==> config.mk <==
export PLATFORM = sky130hd
export DESIGN_NAME = dns_qname_encoder
export DESIGN_NICKNAME = d
export VERILOG_FILES = /design/src/rtl/core/dqe_pkg.sv /design/src/rtl/core/dqe_front.sv /design/src/rtl/core/dqe_queue.sv /design/src/rtl/core/dqe_back.sv /design/src/rtl/core/dns_qname_encoder.sv
export VERILOG_INCLUDE_DIRS = /design/src /design/src/rtl/core
export SDC_FILE = /design/constraint.sdc
export NUM_CORES = 2
export LEC_CHECK = 0
export ABC_AREA = 1
export CAP_MARGIN = 20
export CELL_PAD_IN_SITES_DETAIL_PLACEMENT = 1
export CELL_PAD_IN_SITES_GLOBAL_PLACEMENT = 2
export CORE_MARGIN = 1.5
export CORE_UTILIZATION = 25
export CTS_CLUSTER_SIZE = 14
export DETAILED_ROUTE_END_ITERATION = 8
export DONT_BUFFER_PORTS = 1
export MAX_ROUTING_LAYER = met4
export PLACE_DENSITY_LB_ADDON = 0.1
export REMOVE_ABC_BUFFERS = 1
export SLEW_MARGIN = 20
export SYNTH_ARGS = -nofsm -noshare
export SYNTH_HDL_FRONTEND = slang
export SYNTH_HIERARCHICAL = 1
export SYNTH_SLANG_ARGS = --single-unit
==> constraint.sdc <==
create_clock -name clk -period 6.9 [get_ports clk]
set_input_delay 0.69 -clock clk [delete_from_list [all_inputs] [get_ports clk]]
set_output_delay 0.69 -clock clk [all_outputs]
set_load 0.05 [all_outputs]
==> src/rtl/core/dns_qname_encoder_assert.svh <==
// Assertion macros shared by the encoder's modules.
// Each macro expects signals named clk and rst_n in the scope where it is used.
`ifndef DNS_QNAME_ENCODER_ASSERT_SVH
`define DNS_QNAME_ENCODER_ASSERT_SVH

// Consequent must hold in the same cycle as the antecedent.
`define DQE_ASSERT_NOW(lbl, ante, cons, msg) \
  lbl: assert property (@(posedge clk) disable iff (!rst_n) (ante) |-> (cons)) \
    else $error(msg);

// Consequent must hold in the cycle after the antecedent.
`define DQE_ASSERT_NEXT(lbl, ante, cons, msg) \
  lbl: assert property (@(posedge clk) disable iff (!rst_n) (ante) |=> (cons)) \
    else $error(msg);

`endif

==> src/rtl/core/dqe_pkg.sv <==
// Shared constants, types and command format of the hostname encoder.
// No dependencies; used by every module of the block.
package dqe_pkg;

  localparam int MAX_LABEL      = 63;
  localparam int MAX_NAME_BYTES = 512;
  localparam int CNT_W          = 6;
  localparam int LEN_W          = 10;
  localparam int SUM_W          = LEN_W + 1;
  localparam int BANKS_W        = 1;
  localparam int MEM_AW         = BANKS_W + CNT_W;
  localparam int QPTR_W         = 2;
  localparam int QDEPTH         = 1 << QPTR_W;
  localparam int PADDR_W        = 3;
  localparam int PDATA_W        = 32;

  typedef logic [CNT_W-1:0]  cnt_t;
  typedef logic [LEN_W-1:0]  len_t;
  typedef logic [SUM_W-1:0]  sum_t;
  typedef logic [MEM_AW-1:0] maddr_t;
  typedef logic [QPTR_W-1:0] qptr_t;
  typedef logic [QPTR_W:0]   qcnt_t;

  localparam logic [7:0] CH_DOT        = 8'h2E;
  localparam logic [7:0] CH_END        = 8'h00;
  localparam len_t       MAX_LEN_RESET = len_t'(496);
  localparam len_t       NAME_CAP      = len_t'(MAX_NAME_BYTES);
  localparam cnt_t       FLUSH_AT      = cnt_t'(MAX_LABEL - 1);
  localparam cnt_t       FULL_LABEL    = cnt_t'(MAX_LABEL);
  localparam logic       REG_MAX_LEN   = 1'b0;

  typedef enum logic [1:0] {
    CMD_LABEL,
    CMD_END,
    CMD_ERROR
  } cmd_kind_t;

  // One entry of the queue between classifier and emitter. An end command
  // with a nonzero count emits the pending label before the root byte.
  typedef struct packed {
    cmd_kind_t kind;
    cnt_t      cnt;
    logic      bank;
    len_t      total;
  } cmd_t;

  typedef struct packed {
    logic       we;
    maddr_t     addr;
    logic [7:0] data;
  } memwr_t;

  typedef struct packed {
    logic valid;
    logic bank;
  } release_t;

endpackage

==> src/rtl/core/dqe_front.sv <==
// Front end: accepts hostname bytes, tracks label and name state, writes
// label characters into the label memory and issues emit commands. Uses dqe_pkg.
`include "dns_qname_encoder_assert.svh"

module dqe_front (
  input  logic              clk,
  input  logic              rst_n,
  input  logic              in_valid,
  output logic              in_ready,
  input  logic [7:0]        in_ch,
  input  dqe_pkg::len_t     limit,
  input  logic              q_full,
  output logic              push,
  output dqe_pkg::cmd_t     push_cmd,
  output dqe_pkg::memwr_t   wr,
  input  dqe_pkg::release_t rel
);

  dqe_pkg::cnt_t lc_r, lc_nxt;
  dqe_pkg::len_t bw_r, bw_nxt;
  logic          ff_r, ff_nxt;
  logic          skip_r, skip_nxt;
  logic          wb_r, wb_nxt;
  logic [1:0]    busy_r, busy_nxt;

  logic          accept;
  dqe_pkg::sum_t sum_lbl, sum_full, total_end, lim_ext;

  assign in_ready = !q_full && !busy_r[wb_r];
  assign accept   = in_valid && in_ready;

  assign lim_ext   = dqe_pkg::sum_t'(limit);
  assign sum_lbl   = dqe_pkg::sum_t'(bw_r) + dqe_pkg::sum_t'(1) + dqe_pkg::sum_t'(lc_r);
  assign sum_full  = sum_lbl + dqe_pkg::sum_t'(1);
  assign total_end = (lc_r != '0) ? sum_lbl + dqe_pkg::sum_t'(1)
                                  : dqe_pkg::sum_t'(bw_r) + dqe_pkg::sum_t'(1);

  always_comb begin
    lc_nxt   = lc_r;
    bw_nxt   = bw_r;
    ff_nxt   = ff_r;
    skip_nxt = skip_r;
    wb_nxt   = wb_r;
    busy_nxt = busy_r;
    push     = 1'b0;
    push_cmd = '0;
    wr       = '0;
    push_cmd.bank = wb_r;
    push_cmd.cnt  = lc_r;

    if (rel.valid) begin
      busy_nxt[rel.bank] = 1'b0;
    end

    if (accept) begin
      if (skip_r) begin
        if (in_ch == dqe_pkg::CH_END) begin
          skip_nxt = 1'b0;
          lc_nxt   = '0;
          bw_nxt   = '0;
          ff_nxt   = 1'b0;
        end
      end else if (in_ch == dqe_pkg::CH_END) begin
        push   = 1'b1;
        lc_nxt = '0;
        bw_nxt = '0;
        ff_nxt = 1'b0;
        if (total_end >= lim_ext) begin
          push_cmd.kind = dqe_pkg::CMD_ERROR;
        end else begin
          push_cmd.kind  = dqe_pkg::CMD_END;
          push_cmd.total = dqe_pkg::len_t'(total_end);
          if (lc_r != '0) begin
            busy_nxt[wb_r] = 1'b1;
            wb_nxt         = ~wb_r;
          end
        end
      end else if (in_ch == dqe_pkg::CH_DOT) begin
        if (lc_r == '0) begin
          if (ff_r) begin
            ff_nxt = 1'b0;
          end else begin
            push          = 1'b1;
            push_cmd.kind = dqe_pkg::CMD_ERROR;
            bw_nxt        = '0;
            skip_nxt      = 1'b1;
          end
        end else if (sum_lbl >= lim_ext) begin
          push          = 1'b1;
          push_cmd.kind = dqe_pkg::CMD_ERROR;
          lc_nxt        = '0;
          bw_nxt        = '0;
          ff_nxt        = 1'b0;
          skip_nxt      = 1'b1;
        end else begin
          push           = 1'b1;
          push_cmd.kind  = dqe_pkg::CMD_LABEL;
          bw_nxt         = dqe_pkg::len_t'(sum_lbl);
          lc_nxt         = '0;
          busy_nxt[wb_r] = 1'b1;
          wb_nxt         = ~wb_r;
        end
      end else if (ff_r) begin
        // A character right after a flushed full label makes it overlong.
        push          = 1'b1;
        push_cmd.kind = dqe_pkg::CMD_ERROR;
        bw_nxt        = '0;
        ff_nxt        = 1'b0;
        skip_nxt      = 1'b1;
      end else begin
        wr.we   = 1'b1;
        wr.addr = {wb_r, lc_r};
        wr.data = in_ch;
        if (lc_r == dqe_pkg::FLUSH_AT) begin
          push = 1'b1;
          if (sum_full >= lim_ext) begin
            push_cmd.kind = dqe_pkg::CMD_ERROR;
            lc_nxt        = '0;
            bw_nxt        = '0;
            skip_nxt      = 1'b1;
          end else begin
            push_cmd.kind  = dqe_pkg::CMD_LABEL;
            push_cmd.cnt   = dqe_pkg::FULL_LABEL;
            bw_nxt         = dqe_pkg::len_t'(sum_full);
            lc_nxt         = '0;
            ff_nxt         = 1'b1;
            busy_nxt[wb_r] = 1'b1;
            wb_nxt         = ~wb_r;
          end
        end else begin
          lc_nxt = lc_r + dqe_pkg::cnt_t'(1);
        end
      end
    end
  end

  always_ff @(posedge clk) begin
    if (!rst_n) begin
      lc_r   <= '0;
      bw_r   <= '0;
      ff_r   <= 1'b0;
      skip_r <= 1'b0;
      wb_r   <= 1'b0;
      busy_r <= '0;
    end else begin
      lc_r   <= lc_nxt;
      bw_r   <= bw_nxt;
      ff_r   <= ff_nxt;
      skip_r <= skip_nxt;
      wb_r   <= wb_nxt;
      busy_r <= busy_nxt;
    end
  end

  `DQE_ASSERT_NOW(a_skip_clean, skip_r, lc_r == '0 && bw_r == '0 && !ff_r, "name state not cleared while skipping")
  `DQE_ASSERT_NOW(a_write_free_bank, wr.we, !busy_r[wr.addr[dqe_pkg::MEM_AW-1]], "label write into a bank still being replayed")

endmodule

==> src/rtl/core/dqe_queue.sv <==
// Short command queue between the classifier and the emitter.
// Uses dqe_pkg for the command type and depth.
module dqe_queue (
  input  logic          clk,
  input  logic          rst_n,
  input  logic          push,
  input  dqe_pkg::cmd_t push_cmd,
  input  logic          pop,
  output dqe_pkg::cmd_t head,
  output logic          empty,
  output logic          full
);

  dqe_pkg::cmd_t  slots_r [dqe_pkg::QDEPTH];
  dqe_pkg::qptr_t wp_r, rp_r;
  dqe_pkg::qcnt_t cnt_r;

  assign empty = (cnt_r == '0);
  assign full  = (cnt_r == dqe_pkg::qcnt_t'(dqe_pkg::QDEPTH));
  assign head  = slots_r[rp_r];

  always_ff @(posedge clk) begin
    if (push) begin
      slots_r[wp_r] <= push_cmd;
    end
  end

  always_ff @(posedge clk) begin
    if (!rst_n) begin
      wp_r  <= '0;
      rp_r  <= '0;
      cnt_r <= '0;
    end else begin
      if (push) begin
        wp_r <= wp_r + dqe_pkg::qptr_t'(1);
      end
      if (pop) begin
        rp_r <= rp_r + dqe_pkg::qptr_t'(1);
      end
      unique case ({push, pop})
        2'b10:   cnt_r <= cnt_r + dqe_pkg::qcnt_t'(1);
        2'b01:   cnt_r <= cnt_r - dqe_pkg::qcnt_t'(1);
        default: cnt_r <= cnt_r;
      endcase
    end
  end

endmodule

==> src/rtl/core/dqe_back.sv <==
// Back end: holds the two-bank label memory and replays queued commands as
// wire bytes through a registered output stage. Uses dqe_pkg.
`include "dns_qname_encoder_assert.svh"

module dqe_back (
  input  logic                 clk,
  input  logic                 rst_n,
  input  dqe_pkg::cmd_t        q_head,
  input  logic                 q_empty,
  output logic                 pop,
  input  dqe_pkg::memwr_t      wr,
  output dqe_pkg::release_t    rel,
  output logic                 out_valid,
  input  logic                 out_ready,
  output logic [7:0]           out_byte,
  output logic                 out_last,
  output logic                 out_error,
  output logic [dqe_pkg::LEN_W-1:0] out_name_length
);

  typedef enum logic [2:0] {
    B_IDLE,
    B_LEN,
    B_CHAR,
    B_ROOT,
    B_ERR
  } bstate_t;

  logic [7:0] mem [1 << dqe_pkg::MEM_AW];
  logic [7:0] rdata_r;

  bstate_t       state_r, state_nxt;
  dqe_pkg::cmd_t cmd_r, cmd_nxt;
  dqe_pkg::cnt_t idx_r, idx_nxt;

  logic          out_valid_r;
  logic [7:0]    out_byte_r, byte_nxt;
  logic          out_last_r, last_nxt;
  logic          out_error_r, err_nxt;
  dqe_pkg::len_t out_len_r, len_nxt;
  logic          emit, emit_ok;

  assign out_valid       = out_valid_r;
  assign out_byte        = out_byte_r;
  assign out_last        = out_last_r;
  assign out_error       = out_error_r;
  assign out_name_length = out_len_r;

  assign emit_ok = !out_valid_r || out_ready;

  always_comb begin
    state_nxt = state_r;
    cmd_nxt   = cmd_r;
    idx_nxt   = idx_r;
    pop       = 1'b0;
    rel       = '0;
    emit      = 1'b0;
    byte_nxt  = '0;
    last_nxt  = 1'b0;
    err_nxt   = 1'b0;
    len_nxt   = '0;
    unique case (state_r)
      B_IDLE: begin
        if (!q_empty) begin
          pop     = 1'b1;
          cmd_nxt = q_head;
          if (q_head.kind == dqe_pkg::CMD_ERROR) begin
            state_nxt = B_ERR;
          end else if (q_head.cnt == '0) begin
            state_nxt = B_ROOT;
          end else begin
            state_nxt = B_LEN;
          end
        end
      end
      B_LEN: begin
        if (emit_ok) begin
          emit      = 1'b1;
          byte_nxt  = 8'(cmd_r.cnt);
          idx_nxt   = '0;
          state_nxt = B_CHAR;
        end
      end
      B_CHAR: begin
        if (emit_ok) begin
          emit     = 1'b1;
          byte_nxt = rdata_r;
          if (idx_r == cmd_r.cnt - dqe_pkg::cnt_t'(1)) begin
            rel.valid = 1'b1;
            rel.bank  = cmd_r.bank;
            state_nxt = (cmd_r.kind == dqe_pkg::CMD_END) ? B_ROOT : B_IDLE;
          end else begin
            idx_nxt = idx_r + dqe_pkg::cnt_t'(1);
          end
        end
      end
      B_ROOT: begin
        if (emit_ok) begin
          emit      = 1'b1;
          last_nxt  = 1'b1;
          len_nxt   = cmd_r.total;
          state_nxt = B_IDLE;
        end
      end
      B_ERR: begin
        if (emit_ok) begin
          emit      = 1'b1;
          last_nxt  = 1'b1;
          err_nxt   = 1'b1;
          state_nxt = B_IDLE;
        end
      end
      default: state_nxt = B_IDLE;
    endcase
  end

  // The read register always holds the entry at the replay index, since a
  // bank is never written while its label is being replayed.
  always_ff @(posedge clk) begin
    if (wr.we) begin
      mem[wr.addr] <= wr.data;
    end
    rdata_r <= mem[{cmd_r.bank, idx_nxt}];
  end

  always_ff @(posedge clk) begin
    if (!rst_n) begin
      state_r     <= B_IDLE;
      out_valid_r <= 1'b0;
    end else begin
      state_r <= state_nxt;
      cmd_r   <= cmd_nxt;
      idx_r   <= idx_nxt;
      if (emit) begin
        out_valid_r <= 1'b1;
        out_byte_r  <= byte_nxt;
        out_last_r  <= last_nxt;
        out_error_r <= err_nxt;
        out_len_r   <= len_nxt;
      end else if (out_ready) begin
        out_valid_r <= 1'b0;
      end
    end
  end

  `DQE_ASSERT_NOW(a_idx_in_label, state_r == B_CHAR, idx_r < cmd_r.cnt, "replay index beyond label length")
  `DQE_ASSERT_NOW(a_error_shape, out_valid_r && out_error_r, out_last_r && out_byte_r == 8'd0 && out_len_r == '0, "malformed error result")
  `DQE_ASSERT_NEXT(a_pop_starts, pop, state_r != B_IDLE, "popped command not taken up")

endmodule

==> src/rtl/core/dns_qname_encoder.sv <==
// Input takes one item per cycle unless the 4-entry queue is full or the next label bank
// is still replayed; output replays each label as its length byte and its characters, and
// gives a single byte for an error or a bare root byte.
// Reset (rst_n, synchronous) clears the state registers, queue pointers and output valid
// and sets max_len to 496; the label memory and the command and index registers are not
// cleared.
module dns_qname_encoder (
  input  logic                        clk,
  input  logic                        rst_n,
  input  logic                        in_valid,
  output logic                        in_ready,
  input  logic [7:0]                  in_ch,
  output logic                        out_valid,
  input  logic                        out_ready,
  output logic [7:0]                  out_byte,
  output logic                        out_last,
  output logic                        out_error,
  output logic [dqe_pkg::LEN_W-1:0]   out_name_length,
  input  logic                        psel,
  input  logic                        penable,
  input  logic                        pwrite,
  input  logic [dqe_pkg::PADDR_W-1:0] paddr,
  input  logic [dqe_pkg::PDATA_W-1:0] pwdata,
  output logic [dqe_pkg::PDATA_W-1:0] prdata,
  output logic                        pready
);

  dqe_pkg::len_t     max_len_r;
  dqe_pkg::len_t     limit;
  logic              reg_sel;
  logic              q_full, q_empty, push, pop;
  dqe_pkg::cmd_t     push_cmd, q_head;
  dqe_pkg::memwr_t   wr;
  dqe_pkg::release_t rel;

  assign pready  = 1'b1;
  assign reg_sel = (paddr[dqe_pkg::PADDR_W-1] == dqe_pkg::REG_MAX_LEN);
  assign prdata  = reg_sel ? dqe_pkg::PDATA_W'(max_len_r) : '0;

  always_ff @(posedge clk) begin
    if (!rst_n) begin
      max_len_r <= dqe_pkg::MAX_LEN_RESET;
    end else if (psel && penable && pwrite && pready && reg_sel) begin
      max_len_r <= dqe_pkg::len_t'(pwdata);
    end
  end

  // Register values above the name cap act as the cap.
  assign limit = (max_len_r > dqe_pkg::NAME_CAP) ? dqe_pkg::NAME_CAP : max_len_r;

  dqe_front u_front (
    .clk      (clk),
    .rst_n    (rst_n),
    .in_valid (in_valid),
    .in_ready (in_ready),
    .in_ch    (in_ch),
    .limit    (limit),
    .q_full   (q_full),
    .push     (push),
    .push_cmd (push_cmd),
    .wr       (wr),
    .rel      (rel)
  );

  dqe_queue u_queue (
    .clk      (clk),
    .rst_n    (rst_n),
    .push     (push),
    .push_cmd (push_cmd),
    .pop      (pop),
    .head     (q_head),
    .empty    (q_empty),
    .full     (q_full)
  );

  dqe_back u_back (
    .clk             (clk),
    .rst_n           (rst_n),
    .q_head          (q_head),
    .q_empty         (q_empty),
    .pop             (pop),
    .wr              (wr),
    .rel             (rel),
    .out_valid       (out_valid),
    .out_ready       (out_ready),
    .out_byte        (out_byte),
    .out_last        (out_last),
    .out_error       (out_error),
    .out_name_length (out_name_length)
  );

endmodule

==> reports/qor.yml <==
fmax_ghz: 0.1794
total_leakage_power_nw: 24.06
dp_cells: 8045
numPortBuffers: 0
grt_max_degree: 166
max_cap_violations: 0
fin_ws_ns: 1.326
dp.final_hpwl_um: 112100
clock_transition_at_path_regs_ns: 0.05
flops_latches_synth: 1197
clkLatencyLatePin_ns: 0.82
final_max_slew_viol_count: 0
cts.htree.levels: 4
cp_num_buf_inv: 7
worst_path_max_delay_cell: "sky130_fd_sc_hd__nor2_1"
pwr-share-seq: 0.334
detailed_route_iter0_violations: 2133
min-delay-path-class: "in -> reg"
post-synth-top-area-cell: "sky130_fd_sc_hd__edfxtp_1"
rsz_0062_raised_after_global_routing: "false"
gr-usage-all-layers: 0.1741
hold_ws_ns: 0.07068
cp_cell_sequence: "inv_1 -> nand2_1 -> nand2_1 -> nor2_1 -> buf_4 -> nand2_1 -> nor2_2 -> inv_1 -> nor2_1 -> buf_4 -> inv_2 -> nor2_1 -> inv_1 -> nor3_1 -> nand2_1 -> buf_4 -> nor2_1"
switching_power_total_mw: 10.37
cell_family_contributing_the_most_delay_on_the_critical_path: "simple AND/OR/NAND/NOR gates"
startpoint_type: "register"
intPower_mw: 14.76
place_area_sq_um: 58470
setup_violations: 0
finalWeightedCongestion: 0.7563
detail_route.vias_per_cell: 4.493
netlist-cell-type-count: 55
post_route_cells_drive_above_1_share: 0.07191
max-vdd-ir-drop_uv: 321.6
fraction_of_registers_with_async_set_or_reset_after_synthesis: 0
relSlewSlack: 0.2397
grt.overflow.total: 0
post-route-min-period_ns: 5.574
finalHoldViolations: 0
final.setup_skew_ns: 0.03630
chipHeight_um: 473.3
final-seq-area_sq_um: 35420
antenna_found_initial: 7
yosysMostFrequentCell: "sky130_fd_sc_hd__edfxtp_1"
post-route-drc-count: 0
clock_tree.root_cell: "sky130_fd_sc_hd__clkbuf_16"
power_per_standard_cell_area_nw_per_um2: 397.5
final-instance-count-excl-fill: 8334
syn-cell-area_sq_um: 55300
top_level_ports: 105
number_of_buffers_created_by_cts: 149
switching_share: 0.4126
tritoncts_clock_tree: "done"
critical_path_peak_fanout: 14
average_routed_wire_per_standard_cell_um: 22.80
crit_required_ns: 7.31
synth_top_cell_area_share: 0.6217
dominantRegCellSynth: "sky130_fd_sc_hd__edfxtp_1"
rows: 172
drt_first_pass_iters: 5
die_width_um: 473.3
die-area_sq_um: 224000
layout.core_utilization: 0.2878
cp_data_arrival_time_ns: 5.98
dpl_worst_slack_ns: 1.194
status: "finished, final reports clean"
path_class: "reg -> reg"
vias_in_the_first_global_route: 38720
yosysSeqAreaShare: 0.6405
drt-total-wl_um: 190000
syn-instance-count: 5310
fillers: 24370
multiInputGateArea_sq_um: 15540
global_route_wire_length_before_repair_um: 276100
core_area_sq_um: 219700
slew_at_the_pin_closest_to_its_max_slew_limit_ns: 1.136
pwr-share-comb: 0.365
ys_top_cells_by_count: "sky130_fd_sc_hd__edfxtp_1 (1145), sky130_fd_sc_hd__nand3_1 (1047), sky130_fd_sc_hd__nand2_1 (978), sky130_fd_sc_hd__inv_1 (736), sky130_fd_sc_hd__nand3b_1 (358)"
via_count: 37440
power_frac_clock: 0.301
drt.antenna.violating_nets: 0
synthesized_area_divided_by_synthesized_cell_count_sq_um: 10.41
floorplan.initialDensity: 0.2517
post_synth_main_area_contributors: "sky130_fd_sc_hd__edfxtp_1 (62%), sky130_fd_sc_hd__nand3_1 (9.5%), sky130_fd_sc_hd__nand2_1 (6.6%)"
synth_warnings: 6
cts-root-to-sink-buffers: 3
layout_worst_path_cycle_share: 0.8078
post_route_standard_cell_area_excluding_fillers_sq_um: 63230
worst_path_largest_cell_delay_ns: 0.74
clock-sinks: 1197
final_nets: 5347
synth-edff-count: 1145
syn_to_final_growth_pct: 14.33
setup.worst_path.end_class: "register"
-- repair_timing --
action | CTS | global route
hold endpoints to repair | 27 | 0
setup buffers | 0 | 0
setup endpoints to repair | 0 | 0
hold buffers | 9 | 0
gates resized for setup | 0 | 0
-- final cells by class --
cell class              instances  area share
multi-input cells            3046      0.2458
inverters                     759     0.04518
clock inverters                78     0.01162
repair buffers                 94     0.01654
flip-flops and latches       1197      0.5603
well taps                    2958     0.05853
diodes                          8   0.0003166
clock buffers                 194     0.06180
-- worst register-to-register path, cell delays in order, from the launching register on --
cell	delay [ns]
sky130_fd_sc_hd__dfxtp_1	0.49
sky130_fd_sc_hd__inv_1	0.19
sky130_fd_sc_hd__nand2_1	0.09
sky130_fd_sc_hd__nand2_1	0.05
sky130_fd_sc_hd__nor2_1	0.14
sky130_fd_sc_hd__buf_4	0.24
sky130_fd_sc_hd__nand2_1	0.25
sky130_fd_sc_hd__nor2_2	0.33
sky130_fd_sc_hd__inv_1	0.15
sky130_fd_sc_hd__nor2_1	0.17
sky130_fd_sc_hd__buf_4	0.27
sky130_fd_sc_hd__inv_2	0.27
sky130_fd_sc_hd__nor2_1	0.35
sky130_fd_sc_hd__inv_1	0.15
sky130_fd_sc_hd__nor3_1	0.27
sky130_fd_sc_hd__nand2_1	0.55
sky130_fd_sc_hd__buf_4	0.47
sky130_fd_sc_hd__nor2_1	0.74
-- logic make-up after synthesis --
family | after synthesis | synth area share
flip-flops | 1197 | 0.6405
adder cells (fa/ha/maj) | 50 | 0.01158
AND/OR/NAND/NOR | 2767 | 0.2429
other | 2 | 0.0001358
AO/OA/AOI/OAI | 197 | 0.02093
XOR/XNOR | 9 | 0.001425
buffers and inverters | 1088 | 0.08249
-- registers in the layout (all words and copies together) (netlist names), 2 cells and up, named ones only --
register                cells
u_back/out_byte             8
u_front/bw_r               10
u_back/state_r              3
u_queue/cnt_r               3
u_front/busy_r              2
u_queue/wp_r                2
u_queue/rp_r                2
max_len_r                  10
u_queue/slots_r            76
u_back/mem               1024
u_front/lc_r                6
u_back/idx_r                6
u_back/cmd_r               19
u_back/out_name_length     10
u_back/rdata_r              8
-- metal layers --
layer,vias to the layer above,wire length [um],share of wire,global-route usage
met5,-,0,0,-
met3,211,5944,0.031,0.02311
li1,17870,-,-,-
met1,18900,91710,0.48,0.2358
met2,459,88370,0.47,0.2748
met4,0,3961,0.021,0.04314
-- path summary, 6_finish.rpt --
path	depth (start not counted)	startpoint	end	slack, ns
worst max-delay path	17	u_front/wb_r	u_back/mem[70][2]	1.33
worst min-delay path	2	rst_n	max_len_r[1]	0.07
worst max register to register	17	u_front/wb_r	u_back/mem[70][2]	1.33
worst min register to register	1	u_queue/rp_r[1]	register	0.44
-- per-stage QoR --
step | setup TNS (ns) | power (mW)
after floorplan | -244.78 | 14.12
after global placement | 0 | 17.98
after detailed placement | 0 | 18.01
after CTS | 0 | 25.76
after global routing | 0 | 26.70
final | 0 | 25.13
-- layout by cell type, fill, tap and decap left out, drive strengths merged, types with 3 or more instances in the layout --
master / n
a21oi: 52
buf: 86
bufinv: 6
clkbuf: 194
clkinv: 66
conb: 23
dfxtp: 52
diode: 8
dlygate4sd3: 8
edfxtp: 1145
ha: 48
inv: 763
nand2: 1000
nand3: 1058
nand3b: 358
nand4: 15
nor2: 302
nor3: 27
nor4: 3
o211ai: 17
o21ai: 92
o22ai: 19
o31ai: 5
xnor2: 3
xor2: 6
-- power groups by stage --
stage	logic [mW]	registers, mW	clock network, mW
after floorplan	5.59	8.53	0
after global placement	9.42	8.56	0
after detailed placement	9.46	8.56	0
after CTS	9.49	8.40	7.87
after global routing	10.2	8.41	8.11
final	9.17	8.40	7.56
No activity file was read; power rests on OpenSTA's default activity.
